[config.mk]
export PLATFORM = sky130hd
export DESIGN_NAME = uniform_b_spline_evaluator_core
export DESIGN_NICKNAME = d
export VERILOG_FILES = /design/src/sv/ubse_pkg.sv /design/src/sv/ubse_ctrl.sv /design/src/sv/ubse_datapath.sv /design/src/sv/uniform_b_spline_evaluator_core.sv
export SDC_FILE = /design/constraint.sdc
export NUM_CORES = 2
export LEC_CHECK = 0
export BUFFER_PORTS_ARGS = -buffer_cell sky130_fd_sc_hd__buf_2
export CELL_PAD_IN_SITES_DETAIL_PLACEMENT = 0
export CELL_PAD_IN_SITES_GLOBAL_PLACEMENT = 2
export CORE_MARGIN = 1
export CORE_UTILIZATION = 44
export CTS_BUF_LIST = sky130_fd_sc_hd__clkbuf_8
export DETAILED_ROUTE_END_ITERATION = 10
export PLACE_DENSITY_LB_ADDON = 0.1
export SYNTH_ARGS = -nofsm -noshare
export SYNTH_HDL_FRONTEND = slang
export SYNTH_HIERARCHICAL = 1
export SYNTH_SLANG_ARGS = --single-unit
[constraint.sdc]
create_clock -name clock -period 10.4 [get_ports clock]
set_clock_uncertainty 0.05 [all_clocks]
set_input_delay 1.56 -clock clock [delete_from_list [all_inputs] [get_ports clock]]
set_output_delay 1.56 -clock clock [all_outputs]
set_load 0.02 [all_outputs]
[src/sv/ubse_pkg.sv]
`default_nettype none
// ----------------------------------------------------------------------------
// ubse_pkg
// Shared types, constants and tables of the uniform B-spline evaluator.
// ----------------------------------------------------------------------------
package ubse_pkg;

   localparam int FRAC_BITS   = 16;
   localparam int MAX_COEFFS  = 64;
   localparam int MAX_DEGREE  = 7;
   localparam int COEFF_W     = 24;
   localparam int X_W         = 21;
   localparam int ADDR_W      = 6;
   localparam int BASIS_W     = 18;
   localparam int WIN_SLOTS   = MAX_DEGREE + 1;

   // configuration register indexes
   localparam logic [1:0] CSR_GRID   = 2'd0;
   localparam logic [1:0] CSR_DEGREE = 2'd1;

   // datapath commands
   typedef enum logic [3:0] {
      OP_NOP   = 4'd0,
      OP_WRITE = 4'd1,
      OP_LATCH = 4'd2,
      OP_MUL_T = 4'd3,
      OP_CHECK = 4'd4,
      OP_MUL_A = 4'd5,
      OP_MUL_B = 4'd6,
      OP_MUL_R = 4'd7,
      OP_STORE = 4'd8,
      OP_READ  = 4'd9,
      OP_MAC   = 4'd10,
      OP_ADD   = 4'd11
   } ubse_op_type;

   typedef struct packed {
      ubse_op_type op;
      logic [2:0]  level;
      logic [2:0]  index;
   } ubse_cmd_type;

   typedef struct packed {
      logic       cfg_error;
      logic       range_ok;
      logic [2:0] order;
   } ubse_status_type;

   // ceil(2^26 / k): divide by the recursion level through one multiply
   function automatic logic [26:0] recip_of(input logic [2:0] k);
      logic [26:0] r;
      r = 27'd0;
      case (k)
         3'd1:    r = 27'd67108864;
         3'd2:    r = 27'd33554432;
         3'd3:    r = 27'd22369622;
         3'd4:    r = 27'd16777216;
         3'd5:    r = 27'd13421773;
         3'd6:    r = 27'd11184811;
         3'd7:    r = 27'd9586981;
         default: r = 27'd0;
      endcase
      return r;
   endfunction

endpackage
`default_nettype wire

[src/sv/ubse_ctrl.sv]
`default_nettype none
// ----------------------------------------------------------------------------
// ubse_ctrl
// Sequencer: walks the recursion levels and the coefficient sum, issuing one
// datapath command per cycle.
// ----------------------------------------------------------------------------
module ubse_ctrl
   import ubse_pkg::*;
(
   input  wire logic            clock,
   input  wire logic            reset,
   input  wire logic            start,
   input  wire logic            req_operation,
   input  wire ubse_status_type status,
   output ubse_cmd_type         cmd,
   output logic                 busy,
   output logic                 rsp_valid
);

   typedef enum logic [10:0] {
      ST_IDLE = 11'b00000000001,
      ST_MT   = 11'b00000000010,
      ST_CK   = 11'b00000000100,
      ST_MA   = 11'b00000001000,
      ST_MB   = 11'b00000010000,
      ST_MR   = 11'b00000100000,
      ST_MW   = 11'b00001000000,
      ST_AR   = 11'b00010000000,
      ST_AM   = 11'b00100000000,
      ST_AA   = 11'b01000000000,
      ST_OUT  = 11'b10000000000
   } state_type;

   state_type  state_ff, state_in;
   logic [2:0] level_ff, level_in;
   logic [2:0] index_ff, index_in;

   // next state and loop counters
   always_comb begin
      state_in = state_ff;
      level_in = level_ff;
      index_in = index_ff;
      case (state_ff)
         ST_IDLE: begin
            if (start && req_operation) begin
               state_in = status.cfg_error ? ST_OUT : ST_MT;
            end
         end
         ST_MT: state_in = ST_CK;
         ST_CK: begin
            index_in = 3'd0;
            level_in = 3'd1;
            if (!status.range_ok) begin
               state_in = ST_OUT;
            end else if (status.order == 3'd0) begin
               state_in = ST_AR;
            end else begin
               state_in = ST_MA;
            end
         end
         ST_MA: state_in = ST_MB;
         ST_MB: state_in = ST_MR;
         ST_MR: state_in = ST_MW;
         ST_MW: begin
            state_in = ST_MA;
            if (index_ff == level_ff) begin
               index_in = 3'd0;
               if (level_ff == status.order) begin
                  state_in = ST_AR;
               end else begin
                  level_in = level_ff + 3'd1;
               end
            end else begin
               index_in = index_ff + 3'd1;
            end
         end
         ST_AR: state_in = ST_AM;
         ST_AM: state_in = ST_AA;
         ST_AA: begin
            if (index_ff == status.order) begin
               state_in = ST_OUT;
            end else begin
               index_in = index_ff + 3'd1;
               state_in = ST_AR;
            end
         end
         ST_OUT:  state_in = ST_IDLE;
         default: state_in = ST_IDLE;
      endcase
   end

   always_ff @(posedge clock) begin
      if (reset) begin
         state_ff <= ST_IDLE;
         level_ff <= 3'd0;
         index_ff <= 3'd0;
      end else begin
         state_ff <= state_in;
         level_ff <= level_in;
         index_ff <= index_in;
      end
   end

   // command decode
   always_comb begin
      cmd.level = level_ff;
      cmd.index = index_ff;
      case (state_ff)
         ST_IDLE: begin
            if (start) begin
               cmd.op = req_operation ? OP_LATCH : OP_WRITE;
            end else begin
               cmd.op = OP_NOP;
            end
         end
         ST_MT:   cmd.op = OP_MUL_T;
         ST_CK:   cmd.op = OP_CHECK;
         ST_MA:   cmd.op = OP_MUL_A;
         ST_MB:   cmd.op = OP_MUL_B;
         ST_MR:   cmd.op = OP_MUL_R;
         ST_MW:   cmd.op = OP_STORE;
         ST_AR:   cmd.op = OP_READ;
         ST_AM:   cmd.op = OP_MAC;
         ST_AA:   cmd.op = OP_ADD;
         default: cmd.op = OP_NOP;
      endcase
   end

   assign busy      = (state_ff != ST_IDLE);
   assign rsp_valid = (state_ff == ST_OUT);

endmodule
`default_nettype wire

[src/sv/ubse_datapath.sv]
`default_nettype none
// ----------------------------------------------------------------------------
// ubse_datapath
// Coefficient memory, configuration registers, basis window and the shared
// multiplier that serves scaling, recursion, division and accumulation.
// ----------------------------------------------------------------------------
module ubse_datapath
   import ubse_pkg::*;
(
   input  wire logic                      clock,
   input  wire logic                      reset,
   input  wire ubse_cmd_type              cmd,
   output ubse_status_type                status,
   input  wire logic        [ADDR_W-1:0]  req_coeff_index,
   input  wire logic signed [COEFF_W-1:0] req_coeff_value,
   input  wire logic signed [X_W-1:0]     req_sample_x,
   input  wire logic                      csr_valid,
   input  wire logic                      csr_ready,
   input  wire logic        [1:0]         csr_index,
   input  wire logic        [5:0]         csr_wdata,
   output logic signed      [COEFF_W-1:0] rsp_spline_value,
   output logic                           rsp_config_error
);

   logic [5:0]          grid_ff;
   logic [2:0]          degree_ff;
   logic [6:0]          n_coef;
   logic [6:0]          m_knots;
   logic                cfg_error;

   logic [COEFF_W-1:0]  mem [0:MAX_COEFFS-1];
   logic [COEFF_W-1:0]  coef_rd_ff;
   logic                coef_ok_ff;

   logic signed [X_W-1:0]   x_ff;
   logic [6:0]              s_ff;
   logic [FRAC_BITS-1:0]    frac_ff;
   logic                    err_ff;
   logic signed [27:0]      ma, mb;
   logic signed [55:0]      prod_in, prod_ff;
   logic [38:0]             num_ff;
   logic [45:0]             acc_ff;
   logic [BASIS_W-1:0]      q_ff [0:WIN_SLOTS-1];
   logic [BASIS_W-1:0]      q_in [0:WIN_SLOTS-1];
   logic [BASIS_W-1:0]      prev_ff;

   logic [18:0]  a_term;
   logic [19:0]  b_term;
   logic [39:0]  num_sum;
   logic [22:0]  v_quot;
   logic [27:0]  t_val;
   logic         t_ok;
   logic [8:0]   j_acc;
   logic         j_ok;
   logic [BASIS_W-1:0] w_new;
   logic [46:0]  r_sum;
   logic [30:0]  r_int;

   // configuration derived sizes
   assign n_coef    = {1'b0, grid_ff} + {4'b0, degree_ff} - 7'd1;
   assign m_knots   = n_coef + {4'b0, degree_ff};
   assign cfg_error = (grid_ff == 6'd0) && (degree_ff == 3'd0);

   // scaled sample and its unit interval
   assign t_val = prod_ff[27:0];
   assign t_ok  = !t_val[27] && (t_val[26:16] < {4'b0, m_knots});

   assign status.cfg_error = cfg_error;
   assign status.range_ok  = t_ok;
   assign status.order     = degree_ff;

   // recursion weights relative to the unit interval
   assign a_term  = {cmd.level - cmd.index, frac_ff};
   assign b_term  = {({1'b0, cmd.index} + 4'd1), 16'd0} - {4'b0, frac_ff};
   assign num_sum = {1'b0, num_ff} + prod_ff[39:0] + {21'd0, cmd.level, 16'd0} / 40'd2;
   assign v_quot  = num_sum[38:16];
   assign w_new   = prod_ff[43:26];

   // coefficient slot for the current term
   assign j_acc = {2'b0, s_ff} - {6'b0, degree_ff} + {6'b0, cmd.index};
   assign j_ok  = !j_acc[8] && (j_acc[7:0] < {1'b0, n_coef}) && (j_acc[7:6] == 2'b00);

   // shared multiplier operand select
   always_comb begin
      ma = 28'sd0;
      mb = 28'sd0;
      case (cmd.op)
         OP_MUL_T: begin
            ma = {{7{x_ff[X_W-1]}}, x_ff};
            mb = {21'd0, m_knots};
         end
         OP_MUL_A: begin
            ma = {9'd0, a_term};
            mb = {10'd0, prev_ff};
         end
         OP_MUL_B: begin
            ma = {8'd0, b_term};
            mb = {10'd0, q_ff[0]};
         end
         OP_MUL_R: begin
            ma = {5'd0, v_quot};
            mb = {1'b0, recip_of(cmd.level)};
         end
         OP_MAC: begin
            ma = coef_ok_ff ? {{4{coef_rd_ff[COEFF_W-1]}}, coef_rd_ff} : 28'sd0;
            mb = {10'd0, q_ff[0]};
         end
         default: begin
            ma = 28'sd0;
            mb = 28'sd0;
         end
      endcase
   end

   assign prod_in = ma * mb;

   // basis window: set on check; store/MAC shift down, store inserts at level
   always_comb begin
      for (int k = 0; k < WIN_SLOTS; k++) begin
         q_in[k] = q_ff[k];
      end
      case (cmd.op)
         OP_CHECK: begin
            for (int k = 0; k < WIN_SLOTS; k++) begin
               q_in[k] = '0;
            end
            q_in[0] = BASIS_W'(1 << FRAC_BITS);
         end
         OP_STORE, OP_MAC: begin
            for (int k = 0; k < WIN_SLOTS - 1; k++) begin
               q_in[k] = q_ff[k+1];
            end
            q_in[WIN_SLOTS-1] = '0;
            if (cmd.op == OP_STORE) begin
               q_in[cmd.level] = w_new;
            end
         end
         default: begin
            for (int k = 0; k < WIN_SLOTS; k++) begin
               q_in[k] = q_ff[k];
            end
         end
      endcase
   end

   // configuration registers
   always_ff @(posedge clock) begin
      if (reset) begin
         grid_ff   <= 6'd5;
         degree_ff <= 3'd3;
      end else if (csr_valid && csr_ready) begin
         if (csr_index == CSR_GRID) begin
            grid_ff <= csr_wdata;
         end else if (csr_index == CSR_DEGREE) begin
            degree_ff <= csr_wdata[2:0];
         end
      end
   end

   // coefficient memory
   always_ff @(posedge clock) begin
      if (cmd.op == OP_WRITE) begin
         mem[req_coeff_index] <= req_coeff_value;
      end
      if (cmd.op == OP_READ) begin
         coef_rd_ff <= mem[j_acc[ADDR_W-1:0]];
      end
   end

   // arithmetic registers
   always_ff @(posedge clock) begin
      prod_ff <= prod_in;
      for (int k = 0; k < WIN_SLOTS; k++) begin
         q_ff[k] <= q_in[k];
      end
      case (cmd.op)
         OP_LATCH: begin
            x_ff   <= req_sample_x;
            acc_ff <= '0;
            err_ff <= cfg_error;
         end
         OP_CHECK: begin
            s_ff    <= t_val[22:16];
            frac_ff <= t_val[15:0];
            prev_ff <= '0;
         end
         OP_MUL_B: num_ff <= prod_ff[38:0];
         OP_STORE: prev_ff <= (cmd.index == cmd.level) ? '0 : q_ff[0];
         OP_READ:  coef_ok_ff <= j_ok;
         OP_ADD:   acc_ff <= acc_ff + prod_ff[45:0];
         default: begin
            prev_ff <= prev_ff;
         end
      endcase
   end

   // round half up and saturate
   assign r_sum = {acc_ff[45], acc_ff} + 47'd32768;
   assign r_int = r_sum[46:16];

   always_comb begin
      if (!r_int[30] && (r_int[29:23] != 7'd0)) begin
         rsp_spline_value = 24'sh7FFFFF;
      end else if (r_int[30] && (r_int[29:23] != 7'h7F)) begin
         rsp_spline_value = -24'sh800000;
      end else begin
         rsp_spline_value = r_int[23:0];
      end
   end

   assign rsp_config_error = err_ff;

endmodule
`default_nettype wire

[src/sv/uniform_b_spline_evaluator_core.sv]
`default_nettype none
// ----------------------------------------------------------------------------
// uniform_b_spline_evaluator_core
// Evaluates a uniform-knot B-spline from a stored coefficient table.
//
//   channel   ports                               handshake
//   request   req_operation/coeff_*/sample_x      start && !busy
//   response  rsp_spline_value, rsp_config_error  rsp_valid, one cycle
//   config    csr_index, csr_wdata                csr_valid && csr_ready
//
// A coefficient write leaves busy low. An evaluation with degree d runs
// as four steps per basis value and three per coefficient term, all
// sequenced around the single multiplier. A sample outside [0,1), or a
// zero grid with zero degree, ends the evaluation early.
// Reset is synchronous; the coefficient memory is not cleared. The response
// cannot be stalled.
// ----------------------------------------------------------------------------
module uniform_b_spline_evaluator_core
   import ubse_pkg::*;
(
   input  wire logic                      clock,
   input  wire logic                      reset,
   input  wire logic                      start,
   output logic                           busy,
   input  wire logic                      req_operation,
   input  wire logic        [ADDR_W-1:0]  req_coeff_index,
   input  wire logic signed [COEFF_W-1:0] req_coeff_value,
   input  wire logic signed [X_W-1:0]     req_sample_x,
   output logic                           rsp_valid,
   output logic signed      [COEFF_W-1:0] rsp_spline_value,
   output logic                           rsp_config_error,
   input  wire logic                      csr_valid,
   output logic                           csr_ready,
   input  wire logic        [1:0]         csr_index,
   input  wire logic        [5:0]         csr_wdata
);

   ubse_cmd_type    cmd;
   ubse_status_type status;

   // registers take writes every cycle
   assign csr_ready = 1'b1;

   ubse_ctrl u_ctrl (
      .clock         (clock),
      .reset         (reset),
      .start         (start),
      .req_operation (req_operation),
      .status        (status),
      .cmd           (cmd),
      .busy          (busy),
      .rsp_valid     (rsp_valid)
   );

   ubse_datapath u_datapath (
      .clock            (clock),
      .reset            (reset),
      .cmd              (cmd),
      .status           (status),
      .req_coeff_index  (req_coeff_index),
      .req_coeff_value  (req_coeff_value),
      .req_sample_x     (req_sample_x),
      .csr_valid        (csr_valid),
      .csr_ready        (csr_ready),
      .csr_index        (csr_index),
      .csr_wdata        (csr_wdata),
      .rsp_spline_value (rsp_spline_value),
      .rsp_config_error (rsp_config_error)
   );

endmodule
`default_nettype wire

# --- Word-level counts from Yosys, hierarchy flattened ---
# Memory sizes are Yosys's and may differ from the RTL's. A register that Yosys moved wholly into a read port is not among the register bits.
# Cells that the tools add are included.
word_totals:
  elab_cells: 135
  mem_count: 2
  ff_bits: 221
  mem_bits_rw: 1680
mem_list:
  columns: ["memory", "words", "word_bits", "read_ports", "rd_clocked_by_memory_dff", "write_ports", "line_no", "text"]
  rows:
  - ["u_datapath.mem", 64, 24, 1, 1, 1, "ubse_datapath.sv:31", "logic [COEFF_W-1:0] mem [0:MAX_COEFFS-1];"]
  - ["u_datapath.q_ff", 8, 18, 8, 0, 8, "ubse_datapath.sv:43", "logic [BASIS_W-1:0] q_ff [0:WIN_SLOTS-1];"]
op_classes:
  n_mul: 1
  eq_ne: 39
  n_mux: 33
  magnitude_cmp: 4
  bitwise: 2
  reduce_logical: 26
  addsub: 14
op_table:
  columns: ["operator", "count"]
  rows:
  - ["case mux 144 bit (2 select lines)", 1]
  - ["case mux 27 bit (7 select lines)", 1]
  - ["bitwise mux 144 bit", 1]
  - ["two-way mux 144 bit", 1]
  - ["case mux 28 bit (5 select lines)", 1]
  - ["case mux 11 bit (10 select lines)", 1]
  - ["case mux 27 bit (4 select lines)", 1]
  - ["case mux 46 bit (2 select lines)", 1]
  - ["two-way mux 11 bit", 5]
  - ["demux 18 bit (select 3 bit)", 1]
  - ["two-way mux 24 bit", 2]
  - ["adder 46 x 17 -> 47 bit, second input constant", 1]
  - ["adder 46 bit", 1]
  - ["multiplier 28 x 28 -> 46 bit", 1]
  - ["case mux 4 bit (10 select lines)", 1]
  - ["adder 39 x 18 -> 39 bit", 1]
  - ["adder 39 bit", 1]
  - ["two-way mux 18 bit", 2]
  - ["case mux 18 bit (2 select lines)", 1]
  - ["two-way mux 28 bit", 1]
  - ["subtractor 20 x 16 -> 20 bit", 1]
  - ["equality test 4 x 3 -> 1 bit, second input constant", 4]
  - ["equality test 4 bit, second input constant", 4]
  - ["two-way mux 8 bit", 2]
  - ["other kinds (53)", 82]

# --- Longest topological paths before layout ---
logic_depth:
  ltp_word: 8
  depth_mapped: 42
  depth_no_buf: 40

# --- By module ---
# The synthesis kept the hierarchy.
modules_own_cells:
  columns: ["mod", "area_per_inst_um2", "seq_area_each_um2", "cells_per_inst", "instances"]
  rows:
  - ["ubse_datapath", 101403.5, 56744.4, 6893, 1]
  - ["ubse_ctrl", 1133.6, 340.3, 135, 1]
  - ["uniform_b_spline_evaluator_core", 11.3, 0.0, 2, 1]

# --- Worst setup path before layout ---
# No wires, ideal clock.
synth_path:
  kind: "input -> register"
  from: "input port start"
  to: "register u_datapath.prod_ff[39]"
  arrival_ps: 10759
  cell_stages: 35
  setup_time_ps: 140
  slack_ps: -549
  required_time_ps: 10210
  path_cell_list: "or3b_2 a21oi_1 a211oi_1 nand2_1 clkbuf_1 nand2b_1 or2_2 inv_1 clkbuf_1 buf_1 a221oi_1 clkbuf_1 nor2_1 fa_1 fa_1 fa_1 inv_1 fa_1 inv_1 fa_1 fa_1 inv_1 fa_1 inv_1 ha_1 a21o_1 a21o_1 o21ai_0 o21ba_2 a211oi_2 a21oi_1 a31oi_1 a21oi_1 mux2i_1 o311ai_0"
synth_lines:
  columns: ["item", "line_no", "text"]
  rows:
  - ["start: declaration", "uniform_b_spline_evaluator_core.sv:23", "input wire logic start,"]
  - ["end signal: assignment", "ubse_datapath.sv:172", "prod_ff <= prod_in;"]
  - ["end: declaration", "ubse_datapath.sv:40", "logic signed [55:0] prod_in, prod_ff;"]

# --- Worst setup path in the final report ---
layout_path:
  from: "register u_ctrl.level_ff[0]"
  to: "register u_datapath.prod_ff[35]"
layout_via:
  elab_chain_cells: 4
  word_cells_on_any_way: 13
  classes_between: "add/sub: 2; mul: 1; eq/ne: 7; mux: 3"
layout_lines:
  columns: ["item", "line_no", "text"]
  rows:
  - ["start: declaration", "ubse_ctrl.sv:35", "logic [2:0] level_ff, level_in;"]
  - ["start signal: assignment", "ubse_ctrl.sv:99", "level_ff <= level_in;"]
  - ["branches (longest 3 deep; another with adder 39 x 18 -> 39 bit)", null, null]
  - ["multiplier 28 x 28 -> 46 bit *", "ubse_datapath.sv:115", "assign prod_in = ma * mb;"]
  - ["named net u_datapath.prod_in[35]", "ubse_datapath.sv:40", null]
# Mark *: on every way through the listed nets, which the timed path passes.
# A chain may end at the register's enable or synchronous reset.

==> metrics.cfg <==
[outcome]
status=completed

[grt]
grt_usage_pct=26.3
grt_pass1_vias=64100
met1_usage_pct=34.6
grt-ovfl-total=0
gr-max-usage-layer=met2
grt_start_max_net_pins=99
met2_usage_pct=44.9
grt_pass1_wl_um=446000
antenna_found_initial=20
use_met3_pct=3.76

[pwr]
vdd_drop_max_v=0.000138
leakage_nw=45.5
power_density_nw_per_um2=133

[route]
routed-via-count=60700
drtIter0Drc=4231
wirelength_um=305000
antenna_left=0
wl_per_cell_um=27.9
drt-pass1-iter-count=6
detail_route.vias_per_cell=5.56
drcViolationCount=0

[floorplan]
dieHeight_um=485
rows=176
core_um2=231000
die-width_um=485
die_area_um2=235000
pin_count=92
initial_core_util_pct=44.4

[sta]
relSlewSlack_pct=9.42
max_freq_ghz=0.0999
tns_ns=0
worstMarginPinSlew_ns=1.36
holdWs_ns=0.467
finalSetupViolCount=0
finalHoldViolations=0
report.final.slew_viol_count=0
finalCriticalPeriod_ns=10.01
finalCritPeriodShare_pct=96.2
rsz0062_at_grt=no

[final_layout]
layout_commonest_cell=edfxtp_1
fin_area_um2=117000
fin_cells=10900
fin_nets=8684
syn_to_final_growth_pct=13.9
layout_common_cells=edfxtp_1 (1,853), inv_1 (934), nand2_1 (709), fa_1 (643), buf_4 (491)
layout-drive-gt1-share_pct=21.6

[yosys]
ys_ff_latch=1925
synth_area_um2=103000
synth.distinct_cells=92
syn_area_per_cell_um2=14.6
syn_inst=7030
synthArstFlopShare_pct=0
synth_edf_count=1853
synth_warnings=6
ys_seq_area_share_pct=55.7
synthFlopType=edfxtp_1

[placement]
dp_cells=10400
globalplace.congestion=0.940
postPlaceCellArea_um2=111000
place_hpwl_um=210000
io_buffers=90

[worst_setup_path]
r2r-start=u_ctrl/level_ff[0]$_SDFFE_PP0P_
crit_fanout=5
r2r_end=u_datapath/prod_ff[35]$_DFF_P_
max_stage_delay_ns=0.61
reg2regPathDepth=39
start_kind=register
slowest_stage=fa_1
end_kind=register
worstPathArrival_ns=10.71
critPathKind=reg -> reg
critPathMostFrequentCell=fa_1
ff2ff_setup_slack_ns=0.39
path_buf_inv=10
crit_required_ns=11.10
critPathTopFamily=adder cells

[clocking]
htreeDepth=5
path_clk_slew_ns=0.06
clk_path_buf_depth=4
clkSinkCount=1925
cts_tree=yes
clk_latency_ns=1.04
numCtsBuffers=341
cts_root_buf=clkbuf_8
ctsHoldBuffers=0

[min_path]
hold_end=u_datapath/q_ff[0][53]$_SDFFCE_PP0P_
holdPathStages=2
hold_start=u_datapath/q_ff[0][71]$_SDFFCE_PP0P_
hold_class=reg -> reg

[flow_run]
cap_violations=0

==> logic make-up after synthesis <==
| group | Yosys count | synth area share [%] |
|---|---|---|
| mux | 546 | 11.2 |
| buf+inv | 1153 | 4.29 |
| other cells | 3 | 0.0110 |
| fa+ha+maj | 940 | 16.2 |
| simple gates | 1576 | 6.62 |
| xor+xnor | 194 | 1.66 |
| flops | 1925 | 55.7 |
| compound gates | 693 | 4.33 |
==> worst max path at each step <==
stage          cells after the start                              to  slack [ns]                       startpoint
6_report                          39  u_datapath/prod_ff[35]$_DFF_P_        0.39  u_ctrl/level_ff[0]$_SDFFE_PP0P_
5_1_grt                           39  u_datapath/prod_ff[35]$_DFF_P_       0.003   u_datapath/prod_ff[15]$_DFF_P_
4_1_cts                           33  u_datapath/prod_ff[35]$_DFF_P_        0.01   u_datapath/prod_ff[10]$_DFF_P_
3_5_place_dp                      35  u_datapath/prod_ff[35]$_DFF_P_       -0.34                    req_operation
3_3_place_gp                      35  u_datapath/prod_ff[35]$_DFF_P_       -0.27                    req_operation
2_1_floorplan                     35  u_datapath/prod_ff[39]$_DFF_P_        0.20                    req_operation
==> area by class of cell <==
type | instances | area (um2)
clock buffers | 352 | 4840
inverters | 820 | 3080
flip-flops and latches | 1925 | 57100
repair buffers | 634 | 5200
diodes | 6 | 15.0
clock inverters | 212 | 988
multi-input cells | 3958 | 41800
well taps | 3026 | 3790
fillers | 19800 | 114000
==> per-layer routing <==
layer  vias up  wire (um)
li1      26500          -
met1     32000     125000
met2      1763     153000
met3       522      15500
met4        16      11300
met5         -        103
==> stage by stage <==
step / utilization (%) / worst slack, ns / total power, W
2_1_floorplan: - / 0.205 / 0.00915
3_3_place_gp: 48.0 / -0.272 / 0.00956
3_5_place_dp: 48.0 / -0.342 / 0.00957
4_1_cts: 50.5 / 0.0102 / 0.0158
5_1_grt: 50.6 / 0.00308 / 0.0161
6_report: 50.6 / 0.393 / 0.0156
==> flip-flops by register name (all words and copies together) (netlist names), 16 cells and up <==
| signal | cells |
|---|---|
| u_datapath/x_ff | 21 |
| u_datapath/coef_rd_ff | 24 |
| u_datapath/prev_ff | 18 |
| u_datapath/prod_ff | 46 |
| u_datapath/frac_ff | 16 |
| u_datapath/q_ff | 144 |
| u_datapath/mem | 1536 |
| u_datapath/acc_ff | 46 |
| u_datapath/num_ff | 39 |
==> Yosys cell counts (6+ instances only) <==
library cell	n	area share [%]
o21ai_0	198	0.97
nand4_1	21	0.13
or3_1	13	0.079
mux4_2	481	11
edfxtp_1	1853	54
a211o_1	9	0.077
nand2_1	709	2.6
buf_2	23	0.11
nand3b_1	7	0.051
inv_1	820	3.0
o2111ai_1	6	0.051
a21o_1	90	0.66
and3_1	24	0.15
mux2_2	24	0.26
a22oi_1	16	0.12
nor2_1	521	1.9
nor2b_1	24	0.15
a31oi_1	20	0.12
and2_1	54	0.33
xor2_1	73	0.62
a221o_1	27	0.26
buf_4	10	0.073
o21bai_1	18	0.13
ha_1	296	3.6
a21oi_1	189	0.92
a221oi_1	24	0.20
o21ai_1	9	0.044
or2_2	22	0.13
nand3_1	52	0.25
clkbuf_1	273	1.0
mux2i_1	40	0.39
buf_1	24	0.088
o21a_1	18	0.13
fa_1	644	13
nand2b_1	30	0.18
nor4_1	12	0.073
nor3_1	47	0.23
nor4b_1	6	0.051
dfxtp_1	72	1.4
a211oi_1	10	0.073
xnor2_1	120	1.0
==> worst min-delay path, cell delays in order, from the launching register on <==
cell and delay, ns:
edfxtp_1 0.32, mux2i_1 0.06, nor2_1 0.08
==> where the power goes <==
part / total, W / leakage [nW] / switching, W / internal [W]
clock: 0.00620 / 3.41 / 0.00300 / 0.00320
combinational: 0.000817 / 24.5 / 0.000499 / 0.000318
sequential: 0.00857 / 17.6 / 0.0000519 / 0.00852
total: 0.0156 / 45.5 / 0.00355 / 0.0120
==> timing repair <==
item / in CTS / in global routing
setup endpoints to repair: 1 / 17
setup buffers: 0 / 9
resized for setup: 4 / 29
pin swaps: 1 / 6
No activity file was read; power rests on OpenSTA's default activity.
